<file path="config.mk">
export PLATFORM = sky130hd
export DESIGN_NAME = mesh_area_heron_accumulator
export DESIGN_NICKNAME = d
export VERILOG_FILES = /design/src/design/mhacc_pkg.sv /design/src/design/mesh_area_heron_accumulator.sv /design/src/design/mhacc_front.sv /design/src/design/mhacc_mul.sv /design/src/design/mhacc_sqrt.sv /design/src/design/mhacc_back.sv
export SDC_FILE = /design/constraint.sdc
export NUM_CORES = 2
export LEC_CHECK = 0
export BUFFER_PORTS_ARGS = -buffer_cell sky130_fd_sc_hd__buf_2
export CORE_UTILIZATION = 46
export CTS_CLUSTER_DIAMETER = 150
export DETAILED_ROUTE_END_ITERATION = 7
export GPL_TIMING_DRIVEN = 0
export MAX_ROUTING_LAYER = met4
export SLEW_MARGIN = 30
export SYNTH_ARGS = -nofsm -noshare
export SYNTH_HDL_FRONTEND = slang
export SYNTH_SLANG_ARGS = --single-unit
</file>
<file path="constraint.sdc">
create_clock -name aclk -period 8 [get_ports aclk]
set_clock_uncertainty 0.15 [all_clocks]
set_input_delay 0.4 -clock aclk [delete_from_list [all_inputs] [get_ports aclk]]
set_output_delay 0.4 -clock aclk [all_outputs]
set_load 0.02 [all_outputs]
</file>
<file path="src/design/mhacc_pkg.sv">
// Shared types, widths and a helper function for the mesh area accumulator.
`default_nettype none
package mhacc_pkg;

    localparam int COORD_WIDTH    = 16;
    localparam int AREA_WIDTH     = 48;
    localparam int NUM_DIFFS      = 9;
    // |p - q| of two signed coordinates
    localparam int DIFF_WIDTH     = COORD_WIDTH + 1;
    // sum of three squared differences
    localparam int SQSUM_WIDTH    = 2 * DIFF_WIDTH + 2;
    localparam int LEN_WIDTH      = (SQSUM_WIDTH + 1) / 2;
    // perimeter a + b + c and the clamped factors
    localparam int PERIM_WIDTH    = LEN_WIDTH + 2;
    localparam int OPER_WIDTH     = 2 * PERIM_WIDTH;
    localparam int RAD_WIDTH      = 2 * OPER_WIDTH;
    localparam int ROOT_WIDTH     = RAD_WIDTH / 2;
    localparam int TRI_AREA_WIDTH = ROOT_WIDTH - 2;

    typedef struct packed {
        logic signed [COORD_WIDTH-1:0] ax;
        logic signed [COORD_WIDTH-1:0] ay;
        logic signed [COORD_WIDTH-1:0] az;
        logic signed [COORD_WIDTH-1:0] bx;
        logic signed [COORD_WIDTH-1:0] by;
        logic signed [COORD_WIDTH-1:0] bz;
        logic signed [COORD_WIDTH-1:0] cx;
        logic signed [COORD_WIDTH-1:0] cy;
        logic signed [COORD_WIDTH-1:0] cz;
        logic                          last_triangle;
    } tri_in_t;

    typedef struct packed {
        logic [AREA_WIDTH-1:0] mesh_area;
        logic                  area_saturated;
    } area_out_t;

    // queue entry: edge a (B-C) in 0..2, edge b (C-A) in 3..5, edge c (A-B) in 6..8
    typedef struct packed {
        logic [NUM_DIFFS-1:0][DIFF_WIDTH-1:0] diff;
        logic                                 last;
    } tri_diff_t;

    typedef struct packed {
        logic                  start;
        logic [OPER_WIDTH-1:0] a;
        logic [OPER_WIDTH-1:0] b;
    } mul_req_t;

    typedef struct packed {
        logic                 start;
        logic [RAD_WIDTH-1:0] rad;
    } sqrt_req_t;

    typedef struct packed {
        logic busy;
        logic done;
    } unit_stat_t;

    // magnitude of the difference of two signed coordinates
    function automatic logic [DIFF_WIDTH-1:0] coord_absdiff(
        input logic [COORD_WIDTH-1:0] p,
        input logic [COORD_WIDTH-1:0] q
    );
        logic [DIFF_WIDTH-1:0] d;
        d = {p[COORD_WIDTH-1], p} - {q[COORD_WIDTH-1], q};
        return d[DIFF_WIDTH-1] ? (~d + 1'b1) : d;
    endfunction

endpackage
`default_nettype wire

</file>
<file path="src/design/mesh_area_heron_accumulator.sv">
// Top level of the triangle mesh surface area accumulator.
//
//  channel  ports                      payload     direction
//  input    s_valid s_ready s_data     tri_in_t    in  (one triangle)
//  result   m_valid m_ready m_data     area_out_t  out (mesh total on last)
//
// Each triangle runs in the back end as nine squares and three products on a
// one-bit-per-cycle multiplier and four roots on a one-bit-per-cycle square root
// unit, plus the take, perimeter and accumulate steps.
// Reset is synchronous, active low; it empties the queue and clears the total.
// The front queue keeps taking triangles while the back end works; a pending
// total holds the back end only when the next total is ready to leave.
`default_nettype none
module mesh_area_heron_accumulator
    import mhacc_pkg::*;
#(
    parameter int QUEUE_DEPTH = 2
) (
    input  wire logic      aclk,
    input  wire logic      aresetn,
    input  wire logic      s_valid,
    output logic           s_ready,
    input  wire tri_in_t   s_data,
    output logic           m_valid,
    input  wire logic      m_ready,
    output area_out_t      m_data
);

    logic      q_valid;
    logic      q_ready;
    tri_diff_t q_data;

    mhacc_front #(
        .QUEUE_DEPTH (QUEUE_DEPTH)
    ) u_front (
        .aclk    (aclk),
        .aresetn (aresetn),
        .s_valid (s_valid),
        .s_ready (s_ready),
        .s_data  (s_data),
        .q_valid (q_valid),
        .q_ready (q_ready),
        .q_data  (q_data)
    );

    mhacc_back u_back (
        .aclk    (aclk),
        .aresetn (aresetn),
        .q_valid (q_valid),
        .q_ready (q_ready),
        .q_data  (q_data),
        .m_valid (m_valid),
        .m_ready (m_ready),
        .m_data  (m_data)
    );

endmodule
`default_nettype wire

</file>
<file path="src/design/mhacc_front.sv">
// Front end: accepts triangles, forms coordinate differences, queues them.
`default_nettype none
module mhacc_front
    import mhacc_pkg::*;
#(
    parameter int QUEUE_DEPTH = 2
) (
    input  wire logic      aclk,
    input  wire logic      aresetn,
    input  wire logic      s_valid,
    output logic           s_ready,
    input  wire tri_in_t   s_data,
    output logic           q_valid,
    input  wire logic      q_ready,
    output tri_diff_t      q_data
);

    localparam int PTR_W = (QUEUE_DEPTH > 1) ? $clog2(QUEUE_DEPTH) : 1;
    localparam int CNT_W = $clog2(QUEUE_DEPTH + 1);

    tri_diff_t        slot_reg [QUEUE_DEPTH];
    logic [PTR_W-1:0] wr_ptr_reg, wr_ptr_next;
    logic [PTR_W-1:0] rd_ptr_reg, rd_ptr_next;
    logic [CNT_W-1:0] count_reg, count_next;
    tri_diff_t        entry;
    logic             push, pop;

    // classify: differences per edge and the end-of-mesh mark
    always_comb begin
        entry.diff[0] = coord_absdiff(s_data.bx, s_data.cx);
        entry.diff[1] = coord_absdiff(s_data.by, s_data.cy);
        entry.diff[2] = coord_absdiff(s_data.bz, s_data.cz);
        entry.diff[3] = coord_absdiff(s_data.cx, s_data.ax);
        entry.diff[4] = coord_absdiff(s_data.cy, s_data.ay);
        entry.diff[5] = coord_absdiff(s_data.cz, s_data.az);
        entry.diff[6] = coord_absdiff(s_data.ax, s_data.bx);
        entry.diff[7] = coord_absdiff(s_data.ay, s_data.by);
        entry.diff[8] = coord_absdiff(s_data.az, s_data.bz);
        entry.last    = s_data.last_triangle;
    end

    assign s_ready = (count_reg != CNT_W'(QUEUE_DEPTH));
    assign q_valid = (count_reg != '0);
    assign q_data  = slot_reg[rd_ptr_reg];
    assign push    = s_valid && s_ready;
    assign pop     = q_valid && q_ready;

    // pointer and fill count
    always_comb begin
        wr_ptr_next = wr_ptr_reg;
        rd_ptr_next = rd_ptr_reg;
        count_next  = count_reg;
        if (push) begin
            wr_ptr_next = (wr_ptr_reg == PTR_W'(QUEUE_DEPTH - 1)) ? '0 : wr_ptr_reg + 1'b1;
        end
        if (pop) begin
            rd_ptr_next = (rd_ptr_reg == PTR_W'(QUEUE_DEPTH - 1)) ? '0 : rd_ptr_reg + 1'b1;
        end
        if (push && !pop) begin
            count_next = count_reg + 1'b1;
        end else if (pop && !push) begin
            count_next = count_reg - 1'b1;
        end
    end

    always_ff @(posedge aclk) begin
        if (!aresetn) begin
            wr_ptr_reg <= '0;
            rd_ptr_reg <= '0;
            count_reg  <= '0;
        end else begin
            wr_ptr_reg <= wr_ptr_next;
            rd_ptr_reg <= rd_ptr_next;
            count_reg  <= count_next;
        end
    end

    always_ff @(posedge aclk) begin
        if (push) begin
            slot_reg[wr_ptr_reg] <= entry;
        end
    end

endmodule
`default_nettype wire

</file>
<file path="src/design/mhacc_mul.sv">
// Shift-add multiplier, one multiplier bit per cycle.
`default_nettype none
module mhacc_mul
    import mhacc_pkg::*;
(
    input  wire logic           aclk,
    input  wire logic           aresetn,
    input  wire mul_req_t       req,
    output unit_stat_t          stat,
    output logic [RAD_WIDTH-1:0] product
);

    localparam int CNT_W = $clog2(OPER_WIDTH + 1);

    logic [RAD_WIDTH-1:0]  acc_reg, acc_next;
    logic [RAD_WIDTH-1:0]  mcand_reg, mcand_next;
    logic [OPER_WIDTH-1:0] mplier_reg, mplier_next;
    logic [CNT_W-1:0]      cnt_reg, cnt_next;
    logic                  busy_reg, busy_next;
    logic                  done_reg, done_next;

    // one partial product per cycle
    always_comb begin
        acc_next    = acc_reg;
        mcand_next  = mcand_reg;
        mplier_next = mplier_reg;
        cnt_next    = cnt_reg;
        busy_next   = busy_reg;
        done_next   = 1'b0;
        if (req.start) begin
            acc_next    = '0;
            mcand_next  = RAD_WIDTH'(req.a);
            mplier_next = req.b;
            cnt_next    = CNT_W'(OPER_WIDTH);
            busy_next   = 1'b1;
        end else if (busy_reg) begin
            if (mplier_reg[0]) begin
                acc_next = acc_reg + mcand_reg;
            end
            mcand_next  = mcand_reg << 1;
            mplier_next = mplier_reg >> 1;
            cnt_next    = cnt_reg - 1'b1;
            if (cnt_reg == CNT_W'(1)) begin
                busy_next = 1'b0;
                done_next = 1'b1;
            end
        end
    end

    always_ff @(posedge aclk) begin
        if (!aresetn) begin
            busy_reg <= 1'b0;
            done_reg <= 1'b0;
            cnt_reg  <= '0;
        end else begin
            busy_reg <= busy_next;
            done_reg <= done_next;
            cnt_reg  <= cnt_next;
        end
    end

    always_ff @(posedge aclk) begin
        acc_reg    <= acc_next;
        mcand_reg  <= mcand_next;
        mplier_reg <= mplier_next;
    end

    assign stat.busy = busy_reg;
    assign stat.done = done_reg;
    assign product   = acc_reg;

endmodule
`default_nettype wire

</file>
<file path="src/design/mhacc_sqrt.sv">
// Digit-by-digit floor square root, one root bit per cycle.
`default_nettype none
module mhacc_sqrt
    import mhacc_pkg::*;
(
    input  wire logic            aclk,
    input  wire logic            aresetn,
    input  wire sqrt_req_t       req,
    output unit_stat_t           stat,
    output logic [ROOT_WIDTH-1:0] root
);

    localparam int CNT_W = $clog2(ROOT_WIDTH + 1);

    logic [RAD_WIDTH-1:0]    rad_reg, rad_next;
    logic [ROOT_WIDTH+1:0]   rem_reg, rem_next;
    logic [ROOT_WIDTH-1:0]   root_reg, root_next;
    logic [CNT_W-1:0]        cnt_reg, cnt_next;
    logic                    busy_reg, busy_next;
    logic                    done_reg, done_next;
    logic [ROOT_WIDTH+1:0]   rem_sh, trial;
    logic                    fits;

    assign rem_sh = {rem_reg[ROOT_WIDTH-1:0], rad_reg[RAD_WIDTH-1 -: 2]};
    assign trial  = {root_reg, 2'b01};
    assign fits   = (rem_sh >= trial);

    // bring down two radicand bits, try the next root bit
    always_comb begin
        rad_next  = rad_reg;
        rem_next  = rem_reg;
        root_next = root_reg;
        cnt_next  = cnt_reg;
        busy_next = busy_reg;
        done_next = 1'b0;
        if (req.start) begin
            rad_next  = req.rad;
            rem_next  = '0;
            root_next = '0;
            cnt_next  = CNT_W'(ROOT_WIDTH);
            busy_next = 1'b1;
        end else if (busy_reg) begin
            rad_next  = rad_reg << 2;
            rem_next  = fits ? (rem_sh - trial) : rem_sh;
            root_next = {root_reg[ROOT_WIDTH-2:0], fits};
            cnt_next  = cnt_reg - 1'b1;
            if (cnt_reg == CNT_W'(1)) begin
                busy_next = 1'b0;
                done_next = 1'b1;
            end
        end
    end

    always_ff @(posedge aclk) begin
        if (!aresetn) begin
            busy_reg <= 1'b0;
            done_reg <= 1'b0;
            cnt_reg  <= '0;
        end else begin
            busy_reg <= busy_next;
            done_reg <= done_next;
            cnt_reg  <= cnt_next;
        end
    end

    always_ff @(posedge aclk) begin
        rad_reg  <= rad_next;
        rem_reg  <= rem_next;
        root_reg <= root_next;
    end

    assign stat.busy = busy_reg;
    assign stat.done = done_reg;
    assign root      = root_reg;

endmodule
`default_nettype wire

</file>
<file path="src/design/mhacc_back.sv">
// Back end: edge lengths, Heron product, area root, saturating accumulation.
`default_nettype none
module mhacc_back
    import mhacc_pkg::*;
(
    input  wire logic      aclk,
    input  wire logic      aresetn,
    input  wire logic      q_valid,
    output logic           q_ready,
    input  wire tri_diff_t q_data,
    output logic           m_valid,
    input  wire logic      m_ready,
    output area_out_t      m_data
);

    typedef enum logic [8:0] {
        S_IDLE  = 9'b000000001,
        S_ISSUE = 9'b000000010,
        S_SQ    = 9'b000000100,
        S_ROOT  = 9'b000001000,
        S_PERIM = 9'b000010000,
        S_MX    = 9'b000100000,
        S_MY    = 9'b001000000,
        S_MP    = 9'b010000000,
        S_ACC   = 9'b100000000
    } state_t;

    state_t                    state_reg, state_next;
    tri_diff_t                 entry_reg, entry_next;
    logic [1:0]                edge_reg, edge_next;
    logic [1:0]                comp_reg, comp_next;
    logic [SQSUM_WIDTH-1:0]    sqsum_reg, sqsum_next;
    logic [2:0][LEN_WIDTH-1:0] len_reg, len_next;
    logic [PERIM_WIDTH-1:0]    fb_reg, fb_next;
    logic [PERIM_WIDTH-1:0]    fc_reg, fc_next;
    logic [OPER_WIDTH-1:0]     x_reg, x_next;
    logic [TRI_AREA_WIDTH-1:0] area_reg, area_next;
    logic                      area_pend_reg, area_pend_next;
    logic [AREA_WIDTH-1:0]     sum_reg, sum_next;
    logic                      ovf_reg, ovf_next;
    area_out_t                 out_reg, out_next;
    logic                      m_valid_reg, m_valid_next;

    mul_req_t                  mul_req;
    unit_stat_t                mul_stat;
    logic [RAD_WIDTH-1:0]      product;
    sqrt_req_t                 sqrt_req;
    unit_stat_t                sqrt_stat;
    logic [ROOT_WIDTH-1:0]     root;

    logic [3:0]                diff_idx;
    logic [SQSUM_WIDTH-1:0]    sqsum_add;
    logic [PERIM_WIDTH-1:0]    perim;
    logic [PERIM_WIDTH-1:0]    two_a, two_b, two_c;
    logic [PERIM_WIDTH-1:0]    fa;
    logic [AREA_WIDTH:0]       sum_ext;
    logic [AREA_WIDTH-1:0]     sum_acc;
    logic                      sat;

    mhacc_mul u_mul (
        .aclk    (aclk),
        .aresetn (aresetn),
        .req     (mul_req),
        .stat    (mul_stat),
        .product (product)
    );

    mhacc_sqrt u_sqrt (
        .aclk    (aclk),
        .aresetn (aresetn),
        .req     (sqrt_req),
        .stat    (sqrt_stat),
        .root    (root)
    );

    assign diff_idx  = 4'({2'b00, edge_reg} * 4'd3) + {2'b00, comp_reg};
    assign sqsum_add = sqsum_reg + product[SQSUM_WIDTH-1:0];

    // perimeter and clamped Heron factors
    assign perim = PERIM_WIDTH'(len_reg[0]) + PERIM_WIDTH'(len_reg[1])
                 + PERIM_WIDTH'(len_reg[2]);
    assign two_a = PERIM_WIDTH'({len_reg[0], 1'b0});
    assign two_b = PERIM_WIDTH'({len_reg[1], 1'b0});
    assign two_c = PERIM_WIDTH'({len_reg[2], 1'b0});
    assign fa    = (two_a > perim) ? '0 : perim - two_a;

    // saturating add of the finished triangle
    assign sum_ext = {1'b0, sum_reg} + (AREA_WIDTH + 1)'(area_reg);
    assign sat     = sum_ext[AREA_WIDTH];
    assign sum_acc = sat ? '1 : sum_ext[AREA_WIDTH-1:0];

    assign q_ready = (state_reg == S_IDLE);

    // sequencer
    always_comb begin
        state_next     = state_reg;
        entry_next     = entry_reg;
        edge_next      = edge_reg;
        comp_next      = comp_reg;
        sqsum_next     = sqsum_reg;
        len_next       = len_reg;
        fb_next        = fb_reg;
        fc_next        = fc_reg;
        x_next         = x_reg;
        area_next      = area_reg;
        area_pend_next = area_pend_reg;
        sum_next       = sum_reg;
        ovf_next       = ovf_reg;
        out_next       = out_reg;
        m_valid_next   = m_valid_reg && !m_ready;
        mul_req        = '0;
        sqrt_req       = '0;

        unique case (state_reg)
            S_IDLE: begin
                if (q_valid) begin
                    entry_next = q_data;
                    edge_next  = '0;
                    comp_next  = '0;
                    sqsum_next = '0;
                    state_next = S_ISSUE;
                end
            end
            S_ISSUE: begin
                mul_req.start = 1'b1;
                mul_req.a     = OPER_WIDTH'(entry_reg.diff[diff_idx]);
                mul_req.b     = OPER_WIDTH'(entry_reg.diff[diff_idx]);
                state_next    = S_SQ;
            end
            S_SQ: begin
                if (mul_stat.done) begin
                    sqsum_next = sqsum_add;
                    if (comp_reg == 2'd2) begin
                        sqrt_req.start = 1'b1;
                        sqrt_req.rad   = RAD_WIDTH'(sqsum_add);
                        state_next     = S_ROOT;
                    end else begin
                        comp_next  = comp_reg + 1'b1;
                        state_next = S_ISSUE;
                    end
                end
            end
            S_ROOT: begin
                if (sqrt_stat.done) begin
                    if (area_pend_reg) begin
                        area_next      = root[ROOT_WIDTH-1:2];
                        area_pend_next = 1'b0;
                        state_next     = S_ACC;
                    end else begin
                        len_next[edge_reg] = root[LEN_WIDTH-1:0];
                        if (edge_reg == 2'd2) begin
                            state_next = S_PERIM;
                        end else begin
                            edge_next  = edge_reg + 1'b1;
                            comp_next  = '0;
                            sqsum_next = '0;
                            state_next = S_ISSUE;
                        end
                    end
                end
            end
            S_PERIM: begin
                fb_next       = (two_b > perim) ? '0 : perim - two_b;
                fc_next       = (two_c > perim) ? '0 : perim - two_c;
                mul_req.start = 1'b1;
                mul_req.a     = OPER_WIDTH'(perim);
                mul_req.b     = OPER_WIDTH'(fa);
                state_next    = S_MX;
            end
            S_MX: begin
                if (mul_stat.done) begin
                    x_next        = product[OPER_WIDTH-1:0];
                    mul_req.start = 1'b1;
                    mul_req.a     = OPER_WIDTH'(fb_reg);
                    mul_req.b     = OPER_WIDTH'(fc_reg);
                    state_next    = S_MY;
                end
            end
            S_MY: begin
                if (mul_stat.done) begin
                    mul_req.start = 1'b1;
                    mul_req.a     = x_reg;
                    mul_req.b     = product[OPER_WIDTH-1:0];
                    state_next    = S_MP;
                end
            end
            S_MP: begin
                if (mul_stat.done) begin
                    sqrt_req.start = 1'b1;
                    sqrt_req.rad   = product;
                    area_pend_next = 1'b1;
                    state_next     = S_ROOT;
                end
            end
            S_ACC: begin
                if (!entry_reg.last) begin
                    sum_next   = sum_acc;
                    ovf_next   = ovf_reg || sat;
                    state_next = S_IDLE;
                end else if (!m_valid_reg || m_ready) begin
                    out_next.mesh_area      = sum_acc;
                    out_next.area_saturated = ovf_reg || sat;
                    m_valid_next            = 1'b1;
                    sum_next                = '0;
                    ovf_next                = 1'b0;
                    state_next              = S_IDLE;
                end
            end
            default: begin
                state_next = S_IDLE;
            end
        endcase
    end

    always_ff @(posedge aclk) begin
        if (!aresetn) begin
            state_reg     <= S_IDLE;
            area_pend_reg <= 1'b0;
            sum_reg       <= '0;
            ovf_reg       <= 1'b0;
            m_valid_reg   <= 1'b0;
        end else begin
            state_reg     <= state_next;
            area_pend_reg <= area_pend_next;
            sum_reg       <= sum_next;
            ovf_reg       <= ovf_next;
            m_valid_reg   <= m_valid_next;
        end
    end

    always_ff @(posedge aclk) begin
        entry_reg <= entry_next;
        edge_reg  <= edge_next;
        comp_reg  <= comp_next;
        sqsum_reg <= sqsum_next;
        len_reg   <= len_next;
        fb_reg    <= fb_next;
        fc_reg    <= fc_next;
        x_reg     <= x_next;
        area_reg  <= area_next;
        out_reg   <= out_next;
    end

    assign m_valid = m_valid_reg;
    assign m_data  = out_reg;

    // the two arithmetic units are never busy together
    a_units_exclusive: assert property (@(posedge aclk) disable iff (!aresetn)
        !(mul_stat.busy && sqrt_stat.busy))
        else $error("multiplier and square root busy at once");

    // a sticky overflow means the total sits at its maximum
    a_sat_holds_max: assert property (@(posedge aclk) disable iff (!aresetn)
        ovf_reg |-> (sum_reg == '1))
        else $error("overflow flag set without saturated sum");

    // a pending result is not overwritten
    a_out_held: assert property (@(posedge aclk) disable iff (!aresetn)
        (m_valid_reg && !m_ready) |=> (m_valid_reg && $stable(out_reg)))
        else $error("pending mesh total changed");

    // queue pops only when a fresh triangle is taken
    a_pop_idle: assert property (@(posedge aclk) disable iff (!aresetn)
        (q_valid && q_ready) |=> (state_reg == S_ISSUE))
        else $error("triangle popped outside idle");

endmodule
`default_nettype wire
</file>
=== Word level (Yosys, flattened, before mapping) ===
Memories as Yosys holds them, arrays and structs flattened. A register that Yosys moved wholly into a read port is not among the register bits.
Cells that the tools add are included.

* Register bits after elaboration: 701
* Latch bits: 0
* Bits in writable memories: 308
* Bits in read-only memories: 0
* Logic and storage cells: 240
* Memories kept: 1

* Add/subtract/negate cells: 36
* $mul: 1
* Div/mod/pow operators: 0
* Magnitude comparators: 7
* Eq/ne operators: 25
* Shifts and indexed selects: 0
* Multiplexer cells: 87
* Bitwise logic cells: 13
* Reduce and logical (&&, ||, !) cells: 35

{| class="wikitable"
|+ Memory list
! memory !! words !! bits a word !! read ports !! clocked after memory_dff !! write ports !! RTL line !! text
|-
| u_front.slot_reg || 2 || 154 || 1 || 1 || 1 || mhacc_front.sv:21 || <nowiki>tri_diff_t slot_reg [QUEUE_DEPTH];</nowiki>
|}

{| class="wikitable"
|+ Operators with widths
! cell !! count
|-
| $mux W81 || 5
|-
| $pmux W81 S4 || 1
|-
| $mux W40 || 5
|-
| $mux W36 || 5
|-
| $mux W17 || 10
|-
| $pmux W81 S2 || 1
|-
| $mux W80 || 2
|-
| $add A17 B1 Y17 const B || 9
|-
| $not A17 Y17 || 9
|-
| $sub A16 B16 Y17 || 9
|-
| $mux W48 || 3
|-
| $pmux W36 S3 || 1
|-
| $mux W9 || 9
|-
| $pmux W9 S9 || 1
|-
| $add A80 B80 Y80 || 1
|-
| $bmux W17 S4 || 1
|-
| $gt A19 B20 Y1 || 3
|-
| $sub A20 B19 Y20 || 3
|-
| $bwmux W54 || 1
|-
| $add A48 B38 Y49 || 1
|-
| $ge A42 B42 Y1 || 1
|-
| $sub A40 B40 Y40 || 1
|-
| $add A36 B36 Y36 || 1
|-
| $demux W18 S2 || 1
|-
| other kinds (48) || 120
|}

=== Depth between registers and ports, before layout ===
* Depth after elaboration: 6
* Depth in mapped cells: 26
* Depth with buffers taken out: 26

=== Hierarchy ===
A second synthesis with hierarchy kept.

* Cell total of the unflattened synthesis: 6678
* Area, all modules: 70017.2 um^2

{| class="wikitable"
|+ By module, submodules not included
! module !! instances !! cells each !! area each (um^2)
|-
| mhacc_back || 1 || 2359 || 26550.5
|-
| mhacc_front || 1 || 2035 || 21673.3
|-
| mhacc_mul || 1 || 1358 || 12600.8
|-
| mhacc_sqrt || 1 || 926 || 9192.6
|}

=== Worst setup path after synthesis ===
No wires, ideal clock.

* Path type: reg-to-reg
* From: register u_front.count_reg[0]
* To: memory u_front.slot_reg[0][0] in the netlist's numbering (enable)
* Data arrival time: 7.199 ns
* Data required time: 7.179 ns
* Path slack: -0.020 ns
* Stages on the path, launching flop included: 4
* Cell sequence: dfxtp_1 > nand2b_1 > nand2_1 > nor2_1

* Longest elaborated chain between the ends: 4

{| class="wikitable"
|+ RTL lines
! what !! RTL line !! text
|-
| start, declared || mhacc_front.sv:24 || <nowiki>logic [CNT_W-1:0] count_reg, count_next;</nowiki>
|-
| start signal, assigned || mhacc_front.sv:74 || <nowiki>count_reg <= count_next;</nowiki>
|-
| $ne A2 B2 Y1 || mhacc_front.sv:42 || <nowiki>assign s_ready = (count_reg != CNT_W'(QUEUE_DEPTH));</nowiki>
|-
| via s_ready || mesh_area_heron_accumulator.sv:22 || <nowiki>output logic s_ready,</nowiki>
|-
| $logic_and A1 B1 Y1 || mhacc_front.sv:45 || <nowiki>assign push = s_valid && s_ready;</nowiki>
|-
| $mux W1 || mhacc_front.sv:79 || <nowiki>if (push) begin</nowiki>
|-
| $mux W1 (not written as such) || mhacc_front.sv:80 || <nowiki>slot_reg[wr_ptr_reg] <= entry;</nowiki>
|-
| end, declared || mhacc_front.sv:21 ||
|}

The timed path passes the listed nets, and every way through them passes these cells.

=== Final worst setup path ===
* From: register u_back.len_reg[0] in the netlist's numbering
* To: register u_back.fb_reg[17], data pin

* Longest elaborated chain between the ends: 3
* Elaborated cells on any way between the ends: 4
* Those cells by class: add/sub: 3; order compare: 1

{| class="wikitable"
|+ RTL lines
! what !! RTL line !! text
|-
| start, declared || mhacc_back.sv:33 || <nowiki>logic [2:0][LEN_WIDTH-1:0] len_reg, len_next;</nowiki>
|-
| start signal, assigned || mhacc_back.sv:236 || <nowiki>len_reg <= len_next;</nowiki>
|-
| $add A18 B18 Y19 * || mhacc_back.sv:80 || <nowiki>assign perim = PERIM_WIDTH'(len_reg[0]) + PERIM_WIDTH'(len_reg[1])</nowiki>
|-
| $add A20 B18 Y20 * || mhacc_back.sv:81 || <nowiki>+ PERIM_WIDTH'(len_reg[2]);</nowiki>
|-
| $sub A20 B19 Y20 / $gt A19 B20 Y1 (equally long branches) || mhacc_back.sv:163 || <nowiki>fb_next = (two_b > perim) ? '0 : perim - two_b;</nowiki>
|-
| end signal, assigned || mhacc_back.sv:237 || <nowiki>fb_reg <= fb_next;</nowiki>
|-
| end, declared || mhacc_back.sv:34 || <nowiki>logic [PERIM_WIDTH-1:0] fb_reg, fb_next;</nowiki>
|}

Mark *: on every way between the ends. The rest lies on a longest branch, timed or not.
A chain may end at the register's enable or synchronous reset.

==> flow_metrics.tcl <==
set metrics [dict create \
    power.leakage_nw 29.66 \
    synthesis.area_sq_um 67370 \
    postSynthNetCount 7008 \
    regToRegEndpoint "u_back.fb_reg[17]" \
    cts.sinks 1163 \
    relSlewSlack_pct 27.52 \
    startpoint "u_back.len_reg[0]" \
    cts_htree_levels 4 \
    pwr_density_cell_nw_per_um2 287.2 \
    final.period_utilization_pct 91.67 \
    holdCritStartpoint "s_data[65]" \
    top_cell_type_by_total_area_after_synthesis "edfxtp_1" \
    largest_register_ffs 308 \
    placed_cell_area_sq_um 71410 \
    remaining_drc_errors 0 \
    grt_first_pass_wirelength_um 285600 \
    ioPinCount 200 \
    ir_drop_v 0.0003216 \
    groute.usage.overall_pct 25.88 \
    synthDominantCellAreaShare_pct 39.36 \
    hpwl_um 145800 \
    grt_antenna_before_repair 6 \
    grt_pass1_vias 48630 \
    filler_cell_count 13070 \
    power_mw 21.76 \
    critPathArrivalTime_ns 7.65 \
    post-synth-top-count-cell "edfxtp_1" \
    drt_iter0_drc 3674 \
    core_area_sq_um 145600 \
    route.detailed.wl_per_inst_um 21.40 \
    tritoncts "built" \
    yosys-top-cells-count "883 x edfxtp_1, 565 x nor2_1, 472 x a21oi_1" \
    drtAntennaViolNets 0 \
    clkSlewWorstSetupHoldPaths_ns 0.06 \
    rrSetupSlack_ns 0.67 \
    avgViaCountPerCell 5.683 \
    layoutNonFillerInstCount 8781 \
    min_delay_path_depth 3 \
    crit_path_start_kind "flip-flop" \
    synthesis.instances 6391 \
    tritoncts.num_buffers 131 \
    cts.root.buffer_cell "clkbuf_16" \
    floorplan.initialDensity_pct 46.28 \
    final_period_minus_worst_setup_slack_ns 7.334 \
    hold_crit_endpoint "u_front.slot_reg[1][120]" \
    tns_ns 0 \
    area_taken_by_multi_input_logic_gates_sq_um 32970 \
    path_max_fanout 10 \
    synth_seq_area_share_pct 47.68 \
    synth-seq-cells 1163 \
    required_time_reported_for_the_critical_path_endpoint_ns 8.32 \
    place.gp.congestion 0.9682 \
    drt_total_wl_um 187900 \
    crit_type "flip-flop to flip-flop" \
    synthesis.yosys.warnings 0 \
    final_report_hold_violation_count 0 \
    post_synth.cell_area_avg_sq_um 10.54 \
    regToRegStartpoint "u_back.len_reg[0]" \
    register_area_sq_um 32120 \
    detailroute.via_count 49900 \
    cts.path.max_buffers 3 \
    synthToLayoutAreaGrowth_pct 12.47 \
    placement_rows 140 \
    yosys-top-cells-area "edfxtp_1 39%, ha_1 8.3%, dfxtp_1 8.3%" \
    unrepaired_setup_endpoints_after_global_routing "false" \
    synth_ff_type "edfxtp_1" \
    placement.setup.worst_slack_ns 0.6808 \
    maximum_number_of_pins_on_one_net_before_global_route_repair 90 \
    drive_gt1_share_pct 11.02 \
    die_width_um 384.7 \
    postLayoutCellArea_sq_um 75780 \
    worst-slew-pin-transition_ns 1.076 \
    timing.max_cap.violations 0 \
    min-delay-path-class "input pin to flip-flop" \
    endpoint_kind "flip-flop" \
    post_synth_arst_share_pct 0 \
    globalRouteOverflowTotal 0 \
    numPortBuffers 199 \
    timing.final.ws_setup_ns 0.6663 \
    outcome "completed" \
    worst_skew_pair.late_latency_ns 0.77 \
    synth_enable_flop_cells 883 \
    die_footprint_sq_um 148000 \
    drt_first_pass_iters 6 \
    floorplan.die.height_um 384.7 \
    maxClockFrequency_mhz 136.4 \
    cts_resized 0 \
    rr_worst_depth 22 \
    setup_viol 0 \
    synth.lib_cells_used.distinct 100 \
    finalNetCount 7368 \
    timing.final.max_slew_violations 0 \
    place_inst 8531 \
]
-- layout by cell type, fill, tap and decap left out, types with 23 or more instances in the layout --
cell       count
o21bai_1      61
and3_1        43
a22oi_1       48
a211oi_1      48
nand2b_1      62
clkbuf_16    136
o21ai_0      316
mux2i_1      102
and2_1        48
ha_1         449
o31ai_1       35
dfxtp_1      280
nand2_1      439
edfxtp_1     883
a31oi_1       46
mux2_2       180
nor2_1       564
nor2b_1       75
xnor2_1      307
clkinv_2      23
clkbuf_1     205
nor4_1        28
a21oi_1      472
o21a_1        86
o211ai_1      37
nand4_1       45
a22o_1       127
a221oi_1      29
buf_2        218
or2_2         31
a21o_1       176
or3_1         39
nand3_1       81
a21boi_0      25
mux4_2        34
nor3_1       109
inv_1        398
xor2_1       179
-- logic make-up after synthesis --
logic type | share of synthesized area, %
buffers and inverters | 3.536
and+or+nand+nor | 11.43
AOI/OAI and AO/OA | 16.47
adders and majority gates | 8.903
DFF | 47.68
xor gates and xnor gates | 6.318
muxes | 5.661
-- per-stage QoR --
step,util [%],hold WS [ns]
6_report,52.06,0.05387
3_5_place_dp,49.06,0.3185
4_1_cts,52.04,0.01242
5_1_grt,52.05,0.06544
2_1_floorplan,-,0.2795
3_3_place_gp,48.62,0.3081
-- worst max-delay path by stage --
| stage | to | cells past startpoint |
|---|---|---|
| 2_1_floorplan | u_back.u_mul.mplier_reg[11] | 25 |
| 3_3_place_gp | u_back.comp_reg[0] | 8 |
| 3_5_place_dp | u_back.fb_reg[17] | 22 |
| 4_1_cts | u_back.fb_reg[17] | 22 |
| 5_1_grt | u_back.fb_reg[17] | 22 |
| 6_report | u_back.fb_reg[17] | 22 |
-- final cells by class --
class                           instances  area share (%)
Timing Repair Buffer                  227           2.066
Buffer                                227           1.181
Clock buffer                          174           4.798
Inverter                              401           2.000
Antenna cell                            4         0.01321
Sequential cell                      1163           42.39
Multi-Input combinational cell       4600           43.51
Clock inverter                         68          0.8784
Tap cell                             1917           3.165
-- power by group --
| part | switching [mW] | internal [mW] |
|---|---|---|
| logic | 4.29 | 2.87 |
| registers | 0.636 | 7.96 |
| clock network | 2.49 | 3.52 |
-- per-layer routing --
metal  share of wire [%]  track usage [%]  vias to the layer above  wire (um)
met3                 4.6            3.191                      275       8585
met4                 3.1            8.194                        0       5851
li1                    -                -                    24270          -
met1                  45            33.48                    24170      83810
met2                  48            42.25                     1179      89650
met5                   0                -                        -          0
-- timing repair --
item,CTS,global route
buffers inserted,0,0
hold endpoints to repair,7,0
hold buffers,4,0
-- worst max-delay path: stages, from the launching register on --
cell,delay [ns]
edfxtp_1,0.44
ha_1,0.26
fa_1,0.41
a21oi_1,0.22
o21ai_0,0.16
a21oi_1,0.20
xnor2_1,0.10
ha_1,0.20
or3_1,0.38
a311oi_1,0.50
o21ai_0,0.22
xor2_1,0.39
ha_1,0.36
a21oi_1,0.26
o21bai_1,0.10
a21oi_1,0.20
o21bai_1,0.16
o31a_1,0.35
o221ai_1,0.27
a21oi_1,0.19
a211oi_2,0.74
clkbuf_1,0.61
nor2_1,0.18
Note: power is estimated with default switching activity, not from simulation.
